[src/design/gdet_pkg.sv]
// Shared types and constants for the green blob detector.
package gdet_pkg;

    // Frame size limits and field widths
    localparam int MAX_WIDTH  = 1024;
    localparam int MAX_HEIGHT = 1024;
    localparam int DIM_W      = 11;
    localparam int POS_W      = 10;
    localparam int PIX_W      = 8;
    localparam int CNT_W      = 21;
    localparam int SUM_W      = 30;
    localparam int AREA_W     = 21;
    localparam int DEN_W      = 31;
    localparam int NUM_W      = 32;
    localparam int C50_W      = 27;
    localparam int RATIO_W    = 17;
    localparam int CX_W       = 16;
    localparam int IN_DATA_W  = 24;
    localparam int OUT_DATA_W = 56;

    // Shared divider: dividend, divisor/remainder and bit-counter widths
    localparam int DVD_W      = 47;
    localparam int DVS_W      = 31;
    localparam int DIV_CNT_W  = 6;

    // Frame job queue
    localparam int FIFO_DEPTH = 4;
    localparam int FIFO_PTR_W = 2;
    localparam int FIFO_CNT_W = 3;

    // Configuration port
    localparam int CFG_IDX_W  = 8;
    localparam int CFG_DATA_W = 11;
    localparam logic [CFG_IDX_W-1:0] REG_FRAME_WIDTH      = 8'd0;
    localparam logic [CFG_IDX_W-1:0] REG_FRAME_HEIGHT     = 8'd1;
    localparam logic [CFG_IDX_W-1:0] REG_DOMINANCE_MARGIN = 8'd2;
    localparam logic [CFG_IDX_W-1:0] REG_MIN_GREEN        = 8'd3;

    localparam logic [DIM_W-1:0] RST_FRAME_WIDTH  = 11'd64;
    localparam logic [DIM_W-1:0] RST_FRAME_HEIGHT = 11'd64;
    localparam logic [PIX_W-1:0] RST_MARGIN       = 8'd40;
    localparam logic [PIX_W-1:0] RST_MIN_GREEN    = 8'd80;

    localparam logic [RATIO_W-1:0] RATIO_ONE  = 17'd65536;
    localparam logic [C50_W-CNT_W-1:0] DETECT_FACTOR = 6'd50;

    // Effective settings seen by the datapath
    typedef struct packed {
        logic [DIM_W-1:0] width;
        logic [DIM_W-1:0] height;
        logic [PIX_W-1:0] margin;
        logic [PIX_W-1:0] min_green;
    } cfg_t;

    // One finished frame handed from front to back
    typedef struct packed {
        logic [CNT_W-1:0] count;
        logic [SUM_W-1:0] sum;
        logic [DIM_W-1:0] width;
        logic [DIM_W-1:0] height;
    } job_t;

endpackage

[src/design/gdet_front.sv]
// Front end: pixel classification, raster position and per-frame accumulation.
module gdet_front (
    input  logic                            aclk,
    input  logic                            aresetn,
    input  gdet_pkg::cfg_t                  cfg,
    input  logic                            s_tvalid,
    output logic                            s_tready,
    input  logic [gdet_pkg::IN_DATA_W-1:0]  s_tdata,
    input  logic                            q_full,
    output logic                            q_push,
    output gdet_pkg::job_t                  q_job
);

    logic [gdet_pkg::POS_W-1:0] col_reg;
    logic [gdet_pkg::POS_W-1:0] row_reg;
    logic [gdet_pkg::CNT_W-1:0] total_reg;
    logic [gdet_pkg::SUM_W-1:0] colsum_reg;

    logic [gdet_pkg::PIX_W-1:0] red, green, blue;
    logic                       accept, is_green, last_col, last_row, frame_end;
    logic [gdet_pkg::CNT_W-1:0] total_next;
    logic [gdet_pkg::SUM_W-1:0] colsum_next;

    assign red   = s_tdata[7:0];
    assign green = s_tdata[15:8];
    assign blue  = s_tdata[23:16];

    assign s_tready = !q_full;
    assign accept   = s_tvalid && s_tready;

    // exact compares, one bit of headroom for the margin sum
    assign is_green = ({1'b0, green} > ({1'b0, red} + {1'b0, cfg.margin}))
                   && ({1'b0, green} > ({1'b0, blue} + {1'b0, cfg.margin}))
                   && (green > cfg.min_green);

    assign last_col = {1'b0, col_reg} >= (cfg.width - gdet_pkg::DIM_W'(1));
    assign last_row = {1'b0, row_reg} >= (cfg.height - gdet_pkg::DIM_W'(1));
    assign frame_end = accept && last_col && last_row;

    assign total_next  = total_reg + gdet_pkg::CNT_W'(is_green);
    assign colsum_next = is_green ? colsum_reg + gdet_pkg::SUM_W'(col_reg) : colsum_reg;

    assign q_push = frame_end;
    assign q_job  = '{count: total_next, sum: colsum_next,
                      width: cfg.width, height: cfg.height};

    always_ff @(posedge aclk) begin
        if (!aresetn) begin
            col_reg    <= '0;
            row_reg    <= '0;
            total_reg  <= '0;
            colsum_reg <= '0;
        end else if (accept) begin
            if (last_col) begin
                col_reg <= '0;
                row_reg <= last_row ? '0 : row_reg + gdet_pkg::POS_W'(1);
            end else begin
                col_reg <= col_reg + gdet_pkg::POS_W'(1);
            end
            if (frame_end) begin
                total_reg  <= '0;
                colsum_reg <= '0;
            end else begin
                total_reg  <= total_next;
                colsum_reg <= colsum_next;
            end
        end
    end

endmodule

[src/design/gdet_fifo.sv]
// Short show-ahead queue of finished frame jobs between front and back.
module gdet_fifo (
    input  logic           aclk,
    input  logic           aresetn,
    input  logic           push,
    input  gdet_pkg::job_t push_job,
    output logic           full,
    input  logic           pop,
    output gdet_pkg::job_t pop_job,
    output logic           empty
);

    gdet_pkg::job_t                  mem_reg [gdet_pkg::FIFO_DEPTH];
    logic [gdet_pkg::FIFO_PTR_W-1:0] wr_ptr_reg;
    logic [gdet_pkg::FIFO_PTR_W-1:0] rd_ptr_reg;
    logic [gdet_pkg::FIFO_CNT_W-1:0] fill_reg;
    logic                            do_push, do_pop;

    assign full    = fill_reg == gdet_pkg::FIFO_CNT_W'(gdet_pkg::FIFO_DEPTH);
    assign empty   = fill_reg == '0;
    assign do_push = push && !full;
    assign do_pop  = pop && !empty;
    assign pop_job = mem_reg[rd_ptr_reg];

    always_ff @(posedge aclk) begin
        if (do_push) begin
            mem_reg[wr_ptr_reg] <= push_job;
        end
    end

    always_ff @(posedge aclk) begin
        if (!aresetn) begin
            wr_ptr_reg <= '0;
            rd_ptr_reg <= '0;
            fill_reg   <= '0;
        end else begin
            if (do_push) wr_ptr_reg <= wr_ptr_reg + gdet_pkg::FIFO_PTR_W'(1);
            if (do_pop)  rd_ptr_reg <= rd_ptr_reg + gdet_pkg::FIFO_PTR_W'(1);
            if (do_push && !do_pop) begin
                fill_reg <= fill_reg + gdet_pkg::FIFO_CNT_W'(1);
            end else if (do_pop && !do_push) begin
                fill_reg <= fill_reg - gdet_pkg::FIFO_CNT_W'(1);
            end
        end
    end

endmodule

[src/design/gdet_div.sv]
// Restoring divider, one quotient bit per cycle, shared by ratio and centroid.
module gdet_div (
    input  logic                        aclk,
    input  logic                        aresetn,
    input  logic                        start,
    input  logic [gdet_pkg::DVD_W-1:0]  dividend,
    input  logic [gdet_pkg::DVS_W-1:0]  divisor,
    output logic                        done,
    output logic [gdet_pkg::DVD_W-1:0]  quotient,
    output logic                        rem_nonzero
);

    logic                            busy_reg;
    logic                            done_reg;
    logic [gdet_pkg::DIV_CNT_W-1:0]  cnt_reg;
    logic [gdet_pkg::DVS_W-1:0]      rem_reg;
    logic [gdet_pkg::DVD_W-1:0]      quo_reg;
    logic [gdet_pkg::DVS_W-1:0]      dvs_reg;
    logic [gdet_pkg::DVS_W:0]        trial;
    logic                            fits;

    // shift in the next dividend bit and try a subtract
    assign trial = {rem_reg, quo_reg[gdet_pkg::DVD_W-1]};
    assign fits  = trial >= {1'b0, dvs_reg};

    assign done        = done_reg;
    assign quotient    = quo_reg;
    assign rem_nonzero = rem_reg != '0;

    always_ff @(posedge aclk) begin
        if (!aresetn) begin
            busy_reg <= 1'b0;
            done_reg <= 1'b0;
            cnt_reg  <= '0;
        end else begin
            done_reg <= 1'b0;
            if (start) begin
                busy_reg <= 1'b1;
                cnt_reg  <= gdet_pkg::DIV_CNT_W'(gdet_pkg::DVD_W);
            end else if (busy_reg) begin
                cnt_reg <= cnt_reg - gdet_pkg::DIV_CNT_W'(1);
                if (cnt_reg == gdet_pkg::DIV_CNT_W'(1)) begin
                    busy_reg <= 1'b0;
                    done_reg <= 1'b1;
                end
            end
        end
    end

    always_ff @(posedge aclk) begin
        if (start) begin
            rem_reg <= '0;
            quo_reg <= dividend;
            dvs_reg <= divisor;
        end else if (busy_reg) begin
            rem_reg <= fits ? gdet_pkg::DVS_W'(trial - {1'b0, dvs_reg})
                            : gdet_pkg::DVS_W'(trial);
            quo_reg <= {quo_reg[gdet_pkg::DVD_W-2:0], fits};
        end
    end

endmodule

[src/design/gdet_back.sv]
// Back end: per-frame statistics sequencer and output register.
module gdet_back (
    input  logic                             aclk,
    input  logic                             aresetn,
    input  logic                             q_empty,
    input  gdet_pkg::job_t                   q_job,
    output logic                             q_pop,
    output logic                             m_tvalid,
    input  logic                             m_tready,
    output logic [gdet_pkg::OUT_DATA_W-1:0]  m_tdata
);

    typedef enum logic [3:0] {
        ST_IDLE, ST_AREA, ST_PROD, ST_NUM, ST_RATIO, ST_RATIO_WAIT,
        ST_CX, ST_CX_WAIT, ST_OUT
    } state_t;

    state_t                          state_reg;
    gdet_pkg::job_t                  job_reg;
    logic [gdet_pkg::AREA_W-1:0]     area_reg;
    logic [gdet_pkg::DEN_W-1:0]      den_reg;
    logic [gdet_pkg::C50_W-1:0]      c50_reg;
    logic signed [gdet_pkg::NUM_W-1:0] num_reg;
    logic [gdet_pkg::RATIO_W-1:0]    ratio_reg;
    logic [gdet_pkg::CX_W-1:0]       cx_reg;
    logic                            div_start_reg;
    logic [gdet_pkg::DVD_W-1:0]      div_dvd_reg;
    logic [gdet_pkg::DVS_W-1:0]      div_dvs_reg;
    logic                            out_valid_reg;
    logic [gdet_pkg::CNT_W-1:0]      out_count_reg;
    logic                            out_detect_reg;
    logic [gdet_pkg::RATIO_W-1:0]    out_ratio_reg;
    logic [gdet_pkg::CX_W-1:0]       out_cx_reg;

    logic                            div_done, div_rem_nz;
    logic [gdet_pkg::DVD_W-1:0]      div_quo;
    logic [gdet_pkg::DVS_W-1:0]      num_mag;
    logic [gdet_pkg::CX_W:0]         neg_q;

    gdet_div u_div (
        .aclk        (aclk),
        .aresetn     (aresetn),
        .start       (div_start_reg),
        .dividend    (div_dvd_reg),
        .divisor     (div_dvs_reg),
        .done        (div_done),
        .quotient    (div_quo),
        .rem_nonzero (div_rem_nz)
    );

    assign q_pop = (state_reg == ST_IDLE) && !q_empty;

    // |num| fits 31 bits: num lies strictly within +/-2^31
    assign num_mag = num_reg[gdet_pkg::NUM_W-1] ? gdet_pkg::DVS_W'(-num_reg)
                                                : gdet_pkg::DVS_W'(num_reg);
    // negative side rounds magnitude up, i.e. floor of the signed value
    assign neg_q = {1'b0, div_quo[gdet_pkg::CX_W-1:0]} + (gdet_pkg::CX_W+1)'(div_rem_nz);

    assign m_tvalid = out_valid_reg;
    assign m_tdata  = {1'b0, out_cx_reg, out_ratio_reg, out_detect_reg, out_count_reg};

    always_ff @(posedge aclk) begin
        if (!aresetn) begin
            state_reg     <= ST_IDLE;
            div_start_reg <= 1'b0;
            out_valid_reg <= 1'b0;
        end else begin
            div_start_reg <= 1'b0;
            if (m_tready && state_reg != ST_OUT) out_valid_reg <= 1'b0;
            unique case (state_reg)
                ST_IDLE: begin
                    if (!q_empty) begin
                        job_reg   <= q_job;
                        state_reg <= ST_AREA;
                    end
                end
                ST_AREA: begin
                    area_reg  <= gdet_pkg::AREA_W'(job_reg.width)
                               * gdet_pkg::AREA_W'(job_reg.height);
                    state_reg <= ST_PROD;
                end
                ST_PROD: begin
                    den_reg   <= gdet_pkg::DEN_W'(job_reg.width)
                               * gdet_pkg::DEN_W'(job_reg.count);
                    c50_reg   <= gdet_pkg::C50_W'(job_reg.count)
                               * gdet_pkg::C50_W'(gdet_pkg::DETECT_FACTOR);
                    state_reg <= ST_NUM;
                end
                ST_NUM: begin
                    num_reg <= $signed({1'b0, job_reg.sum, 1'b0})
                             - $signed({1'b0, den_reg});
                    state_reg <= ST_RATIO;
                end
                ST_RATIO: begin
                    div_dvd_reg   <= {{(gdet_pkg::DVD_W-gdet_pkg::CNT_W-16){1'b0}},
                                      job_reg.count, 16'd0};
                    div_dvs_reg   <= {{(gdet_pkg::DVS_W-gdet_pkg::AREA_W){1'b0}}, area_reg};
                    div_start_reg <= 1'b1;
                    state_reg     <= ST_RATIO_WAIT;
                end
                ST_RATIO_WAIT: begin
                    if (div_done) begin
                        ratio_reg <= (div_quo > gdet_pkg::DVD_W'(gdet_pkg::RATIO_ONE))
                                   ? gdet_pkg::RATIO_ONE : div_quo[gdet_pkg::RATIO_W-1:0];
                        state_reg <= ST_CX;
                    end
                end
                ST_CX: begin
                    if (job_reg.count == '0) begin
                        cx_reg    <= '0;
                        state_reg <= ST_OUT;
                    end else begin
                        div_dvd_reg   <= {1'b0, num_mag, 15'd0};
                        div_dvs_reg   <= den_reg;
                        div_start_reg <= 1'b1;
                        state_reg     <= ST_CX_WAIT;
                    end
                end
                ST_CX_WAIT: begin
                    if (div_done) begin
                        if (!num_reg[gdet_pkg::NUM_W-1]) begin
                            cx_reg <= (div_quo > gdet_pkg::DVD_W'(32767))
                                    ? gdet_pkg::CX_W'(32767) : div_quo[gdet_pkg::CX_W-1:0];
                        end else if (div_quo >= gdet_pkg::DVD_W'(32768)) begin
                            cx_reg <= gdet_pkg::CX_W'(32768);
                        end else begin
                            cx_reg <= gdet_pkg::CX_W'(-neg_q);
                        end
                        state_reg <= ST_OUT;
                    end
                end
                ST_OUT: begin
                    if (!out_valid_reg || m_tready) begin
                        out_valid_reg  <= 1'b1;
                        out_count_reg  <= job_reg.count;
                        out_detect_reg <= c50_reg > gdet_pkg::C50_W'(area_reg);
                        out_ratio_reg  <= ratio_reg;
                        out_cx_reg     <= cx_reg;
                        state_reg      <= ST_IDLE;
                    end
                end
                default: state_reg <= ST_IDLE;
            endcase
        end
    end

endmodule

[src/design/green_blob_detector_core.sv]
// Top level of the green blob detector: config registers, front, queue and back.
//
// Pixels (red, green, blue) stream in raster order at up to one word per clock;
// the block tracks column and row from frame_width/frame_height (clamped to
// 1..1024). A pixel is green when green > red + margin, green > blue + margin
// and green > min_green. After the last pixel of a frame one result word
// leaves: green_count, detected (count*50 > area), green_ratio (Q1.16, 65536
// is the whole frame) and centroid_x (Q1.15, floored, saturated, 0 when no
// pixel is green). The front takes one pixel per clock while the four-deep
// job queue has room and hands each finished frame to it; the back works
// through a job in order: a pop, the area, product and numerator steps
// (multiply/subtract), then up to two passes of one shared bit-serial divider
// (ratio, then centroid, skipped when no pixel is green), then the output
// register. Frames stream at one pixel per clock with no stall as long as
// results are taken promptly and the queue has room; s_tready drops only while
// the job queue is full, which takes frames that end faster than the back end
// drains them, or a result side held off. Configuration writes are always taken
// (cfg_ready is tied high) and are meant to land between frames.
module green_blob_detector_core (
    input  logic                             aclk,
    input  logic                             aresetn,
    // pixel input
    input  logic                             s_tvalid,
    output logic                             s_tready,
    input  logic [gdet_pkg::IN_DATA_W-1:0]   s_tdata,   // red[7:0], green[15:8], blue[23:16]
    // frame results
    output logic                             m_tvalid,
    input  logic                             m_tready,
    output logic [gdet_pkg::OUT_DATA_W-1:0]  m_tdata,   // green_count[20:0], detected[21],
                                                        // green_ratio[38:22], centroid_x[54:39]
    // register writes
    input  logic                             cfg_valid,
    output logic                             cfg_ready,
    input  logic [gdet_pkg::CFG_IDX_W-1:0]   cfg_index,
    input  logic [gdet_pkg::CFG_DATA_W-1:0]  cfg_data
);

    logic [gdet_pkg::DIM_W-1:0] frame_width_reg;
    logic [gdet_pkg::DIM_W-1:0] frame_height_reg;
    logic [gdet_pkg::PIX_W-1:0] margin_reg;
    logic [gdet_pkg::PIX_W-1:0] min_green_reg;

    gdet_pkg::cfg_t cfg;
    gdet_pkg::job_t push_job, pop_job;
    logic           q_push, q_pop, q_full, q_empty;

    assign cfg_ready = 1'b1;

    // register file; unknown indexes are dropped
    always_ff @(posedge aclk) begin
        if (!aresetn) begin
            frame_width_reg  <= gdet_pkg::RST_FRAME_WIDTH;
            frame_height_reg <= gdet_pkg::RST_FRAME_HEIGHT;
            margin_reg       <= gdet_pkg::RST_MARGIN;
            min_green_reg    <= gdet_pkg::RST_MIN_GREEN;
        end else if (cfg_valid && cfg_ready) begin
            case (cfg_index)
                gdet_pkg::REG_FRAME_WIDTH:      frame_width_reg  <= cfg_data;
                gdet_pkg::REG_FRAME_HEIGHT:     frame_height_reg <= cfg_data;
                gdet_pkg::REG_DOMINANCE_MARGIN: margin_reg       <= cfg_data[7:0];
                gdet_pkg::REG_MIN_GREEN:        min_green_reg    <= cfg_data[7:0];
                default: ;
            endcase
        end
    end

    // effective frame size, clamped to 1..max
    always_comb begin
        if (frame_width_reg == '0) begin
            cfg.width = gdet_pkg::DIM_W'(1);
        end else if (frame_width_reg > gdet_pkg::DIM_W'(gdet_pkg::MAX_WIDTH)) begin
            cfg.width = gdet_pkg::DIM_W'(gdet_pkg::MAX_WIDTH);
        end else begin
            cfg.width = frame_width_reg;
        end
        if (frame_height_reg == '0) begin
            cfg.height = gdet_pkg::DIM_W'(1);
        end else if (frame_height_reg > gdet_pkg::DIM_W'(gdet_pkg::MAX_HEIGHT)) begin
            cfg.height = gdet_pkg::DIM_W'(gdet_pkg::MAX_HEIGHT);
        end else begin
            cfg.height = frame_height_reg;
        end
        cfg.margin    = margin_reg;
        cfg.min_green = min_green_reg;
    end

    gdet_front u_front (
        .aclk     (aclk),
        .aresetn  (aresetn),
        .cfg      (cfg),
        .s_tvalid (s_tvalid),
        .s_tready (s_tready),
        .s_tdata  (s_tdata),
        .q_full   (q_full),
        .q_push   (q_push),
        .q_job    (push_job)
    );

    gdet_fifo u_fifo (
        .aclk     (aclk),
        .aresetn  (aresetn),
        .push     (q_push),
        .push_job (push_job),
        .full     (q_full),
        .pop      (q_pop),
        .pop_job  (pop_job),
        .empty    (q_empty)
    );

    gdet_back u_back (
        .aclk     (aclk),
        .aresetn  (aresetn),
        .q_empty  (q_empty),
        .q_job    (pop_job),
        .q_pop    (q_pop),
        .m_tvalid (m_tvalid),
        .m_tready (m_tready),
        .m_tdata  (m_tdata)
    );

endmodule

[config.mk]
export PLATFORM = sky130hd
export DESIGN_NAME = green_blob_detector_core
export DESIGN_NICKNAME = d
export VERILOG_FILES = /design/src/design/gdet_pkg.sv /design/src/design/gdet_front.sv /design/src/design/gdet_fifo.sv /design/src/design/gdet_div.sv /design/src/design/gdet_back.sv /design/src/design/green_blob_detector_core.sv
export SDC_FILE = /design/constraint.sdc
export NUM_CORES = 2
export LEC_CHECK = 0
export BUFFER_PORTS_ARGS = -buffer_cell sky130_fd_sc_hd__buf_2
export CORE_MARGIN = 5
export CORE_UTILIZATION = 42
export CTS_BUF_LIST = sky130_fd_sc_hd__clkbuf_16
export DETAILED_ROUTE_END_ITERATION = 8
export GPL_TIMING_DRIVEN = 0
export PLACE_DENSITY = 0.71
export SYNTH_ARGS = -nofsm -noshare
export SYNTH_HDL_FRONTEND = slang
export SYNTH_SLANG_ARGS = --single-unit
[constraint.sdc]
create_clock -name aclk -period 5.4 [get_ports aclk]
set_input_delay 0.27 -clock aclk [delete_from_list [all_inputs] [get_ports aclk]]
set_output_delay 0.27 -clock aclk [all_outputs]
set_load 0.005 [all_outputs]
==> impl_metrics.csv <==
group,metric,value,unit
floorplanning,core_area,0.125,mm²
setup_path,crit_buf_inv,5,
synthesis,synthFlopType,"edfxtp_1",
setup_path,critical_path_class,"flip-flop to flip-flop",
global_routing,track_usage,20.0,%
floorplanning,initial_core_util,42.2,%
synthesis,syn-num-nets,5327,
setup_path,start_kind,"flip-flop",
sta,fin_crit,5960,ps
synthesis,synth_seq_cells,864,
cells_and_area,largest_reg_flops,292,
placed_design,io_buffers,103,
setup_path,worstRegToRegCells,20,
sta,drv_slew,0,
synthesis,netlist_area,0.0529,mm²
sta,fin_crit_sh,110,%
setup_path,path_delay_family,"adder cells",
route,num_vias,36200,
clocking,clkTransAtPathRegs,60,ps
synthesis,synth_edf_count,703,
floorplanning,die_h,365,µm
setup_path,cp.depth,20,
floorplanning,die-area,0.133,mm²
clocking,clock_path_buffers,3,
route,wl_met1,55800,µm
clocking,cts_tree,"built",
global_routing,antenna_found_initial,3,
min_path,hp-class,"input port to flip-flop",
cells_and_area,final_common_cell,"edfxtp_1",
status,status,"finished with violations",
route,met3_length,11200,µm
placed_design,place.gp.congestion,0.902,
route,dr_wl_met2,62800,µm
global_routing,grt_pass1_vias,36200,
route,first_iter_violations,3103,
route,antenna_left,0,
global_routing,overflow,0,
sta,fmax,168,MHz
setup_path,endpoint_kind,"flip-flop",
setup_path,cp_cell_sequence,"clkbuf_8 > nand2_2 > fa_1 > fa_1 > inv_1 > fa_1 > inv_1 > fa_1 > inv_1 > fa_1 > ha_4 > inv_2 > o21bai_4 > a2111oi_4 > a32oi_2 > a221o_1 > a2111oi_2 > o21bai_1 > a21oi_1 > xnor2_1",
clocking,numCtsBuffers,92,
sta,finalHoldViolations,0,
sta,rsz0062_at_grt,"true",
clocking,ctsRootBufferMaster,"clkbuf_16",
route,post_drt_wl_per_cell,20.2,µm
route,drc,0,
cells_and_area,layout_common_cells,"703 x edfxtp_1, 528 x inv_1, 397 x nand2_1",
cells_and_area,drive_gt1_share,14.7,%
floorplanning,rows,130,
setup_path,critPathMaxStageDelay,560,ps
setup_path,cp.arrival,6360,ps
min_path,hold_depth,4,
sta,setup_viol,15,
sta,holdWs,52.9,ps
setup_path,crit_slowest_cell,"edfxtp_1",
sta,relSlewSlack,12.7,%
synthesis,synth_cells,4606,
route,viasPerCell,5.44,
clocking,clock-sinks,864,
route,topRoutingLayerUsed,"met4",
synthesis,ys_warn_count,0,
status,violations,"setup timing",
synthesis,avgSynthCellArea,11.5,µm²
route,drt_wl_total,134000,µm
global_routing,grt_start_max_net_pins,53,
sta,finClkSkew,37.3,ps
synthesis,ys_seq_area_share,46.0,%
global_routing,grt_pass1_wl,208000,µm
cells_and_area,syn2layout_area_growth,15.5,%
run,cap_violations,0,
placed_design,dpl.hpwl,98700,µm
clocking,htreeDepth,3,
synthesis,yosysUniqueCellTypes,87,
synthesis,synth-async-reset-ratio,0,%
route,dr.pass1.iters,5,
sta,setup_slack,-565,ps
setup_path,cp_max_fo,5,
cells_and_area,fin_nets,5646,
setup_path,critPathMostFrequentCell,"fa_1",
floorplanning,die_w,365,µm
sta,worst_pin_slew,1300,ps
setup_path,cp.required,5800,ps
floorplanning,io_pins,107,
clocking,clock_latency,680,ps
-- worst reg2reg max path, stage by stage (launching register included) --
cell and delay, ps:
edfxtp_1 560, clkbuf_8 250, nand2_2 70, fa_1 500, fa_1 520, inv_1 60
fa_1 550, inv_1 50, fa_1 480, inv_1 50, fa_1 530, ha_4 230
inv_2 80, o21bai_4 80, a2111oi_4 340, a32oi_2 240, a221o_1 440, a2111oi_2 310
o21bai_1 110, a21oi_1 160, xnor2_1 120
-- what timing repair did --
action,4_1_cts,5_1_grt
setup endpoints to repair,126,230
hold buffers,13,0
buffers inserted,71,32
gates cloned,2,0
hold endpoints to repair,39,0
gates resized for setup,209,115
pin swaps,51,68
-- layout make-up --
type	count	area, µm²
fillers	10900	64300
multi-input cells	3039	26800
flip-flops and latches	864	24300
clock buffers	95	2380
well taps	1650	2060
inverters	518	1950
repair buffers	235	1820
plain buffers	175	1060
clock inverters	79	681
diodes	3	7.51
-- worst paths after layout --
check	startpoint	end	slack (ps)
hold reg to reg	u_back.cx_reg[10]	u_back.out_cx_reg[10]	410
setup / recovery	u_back.job_reg[59]	u_back.den_reg[29]	-560
hold / removal	cfg_index[0]	frame_height_reg[10]	50
setup reg to reg	u_back.job_reg[59]	u_back.den_reg[29]	-560
-- Yosys cell counts, types with 15 or more instances --
| master | number | area share [%] |
|---|---|---|
| nand4_1 | 37 | 0.44 |
| nor3_1 | 55 | 0.52 |
| mux2i_1 | 60 | 1.1 |
| a21oi_1 | 182 | 1.7 |
| edfxtp_1 | 703 | 40 |
| or3_1 | 21 | 0.25 |
| nand2_1 | 410 | 2.9 |
| dfxtp_1 | 161 | 6.1 |
| o21a_1 | 46 | 0.65 |
| nor2_1 | 259 | 1.8 |
| o211ai_1 | 17 | 0.24 |
| mux2_2 | 40 | 0.85 |
| buf_1 | 15 | 0.11 |
| mux4_2 | 73 | 3.1 |
| clkbuf_1 | 149 | 1.1 |
| nand2b_1 | 32 | 0.38 |
| xnor2_1 | 141 | 2.3 |
| xor2_1 | 104 | 1.7 |
| a31oi_1 | 28 | 0.33 |
| nor4_1 | 36 | 0.43 |
| a211oi_1 | 32 | 0.45 |
| and2_1 | 186 | 2.2 |
| nor2b_1 | 44 | 0.52 |
| fa_1 | 270 | 10 |
| inv_1 | 518 | 3.7 |
| o21bai_1 | 24 | 0.34 |
| ha_1 | 403 | 9.5 |
| and3_1 | 51 | 0.60 |
| nand3_1 | 94 | 0.89 |
| a21o_1 | 68 | 0.96 |
| o21ai_0 | 137 | 1.3 |
-- kinds of logic after synthesis --
group | Yosys count | share of synthesized area (%)
simple gates | 1277 | 11.8
fa+ha+maj | 673 | 19.7
xor+xnor | 245 | 4.05
other cells | 2 | 0.0142
buf+inv | 704 | 5.11
mux | 173 | 5.09
flops | 864 | 46.0
compound gates | 668 | 8.26
-- through the flow --
step | std cells | util [%] | setup TNS, ps | area [µm²] | setup slack, ps
final | 6658 | 48.8 | -4120 | 61100 | -565
after global placement | 6359 | 44.4 | -385890 | 55700 | -1290
after global routing | 6655 | 48.7 | -6610 | 61100 | -697
after CTS | 6627 | 48.3 | -3180 | 60500 | -466
after detailed placement | 6374 | 44.7 | -75500 | 56100 | -1360
after floorplan | 4606 | - | -172 | 53100 | -172
-- per-layer routing --
metal	global-route usage, %	vias to the layer above
li1	-	16800
met1	26.6	17800
met2	32.8	1405
met3	4.25	256
met4	6.66	0
met5	0	-
Power is left out: the tool's default activity adds up to more than one toggle a clock period on the data nets, which glitch-free logic cannot reach.
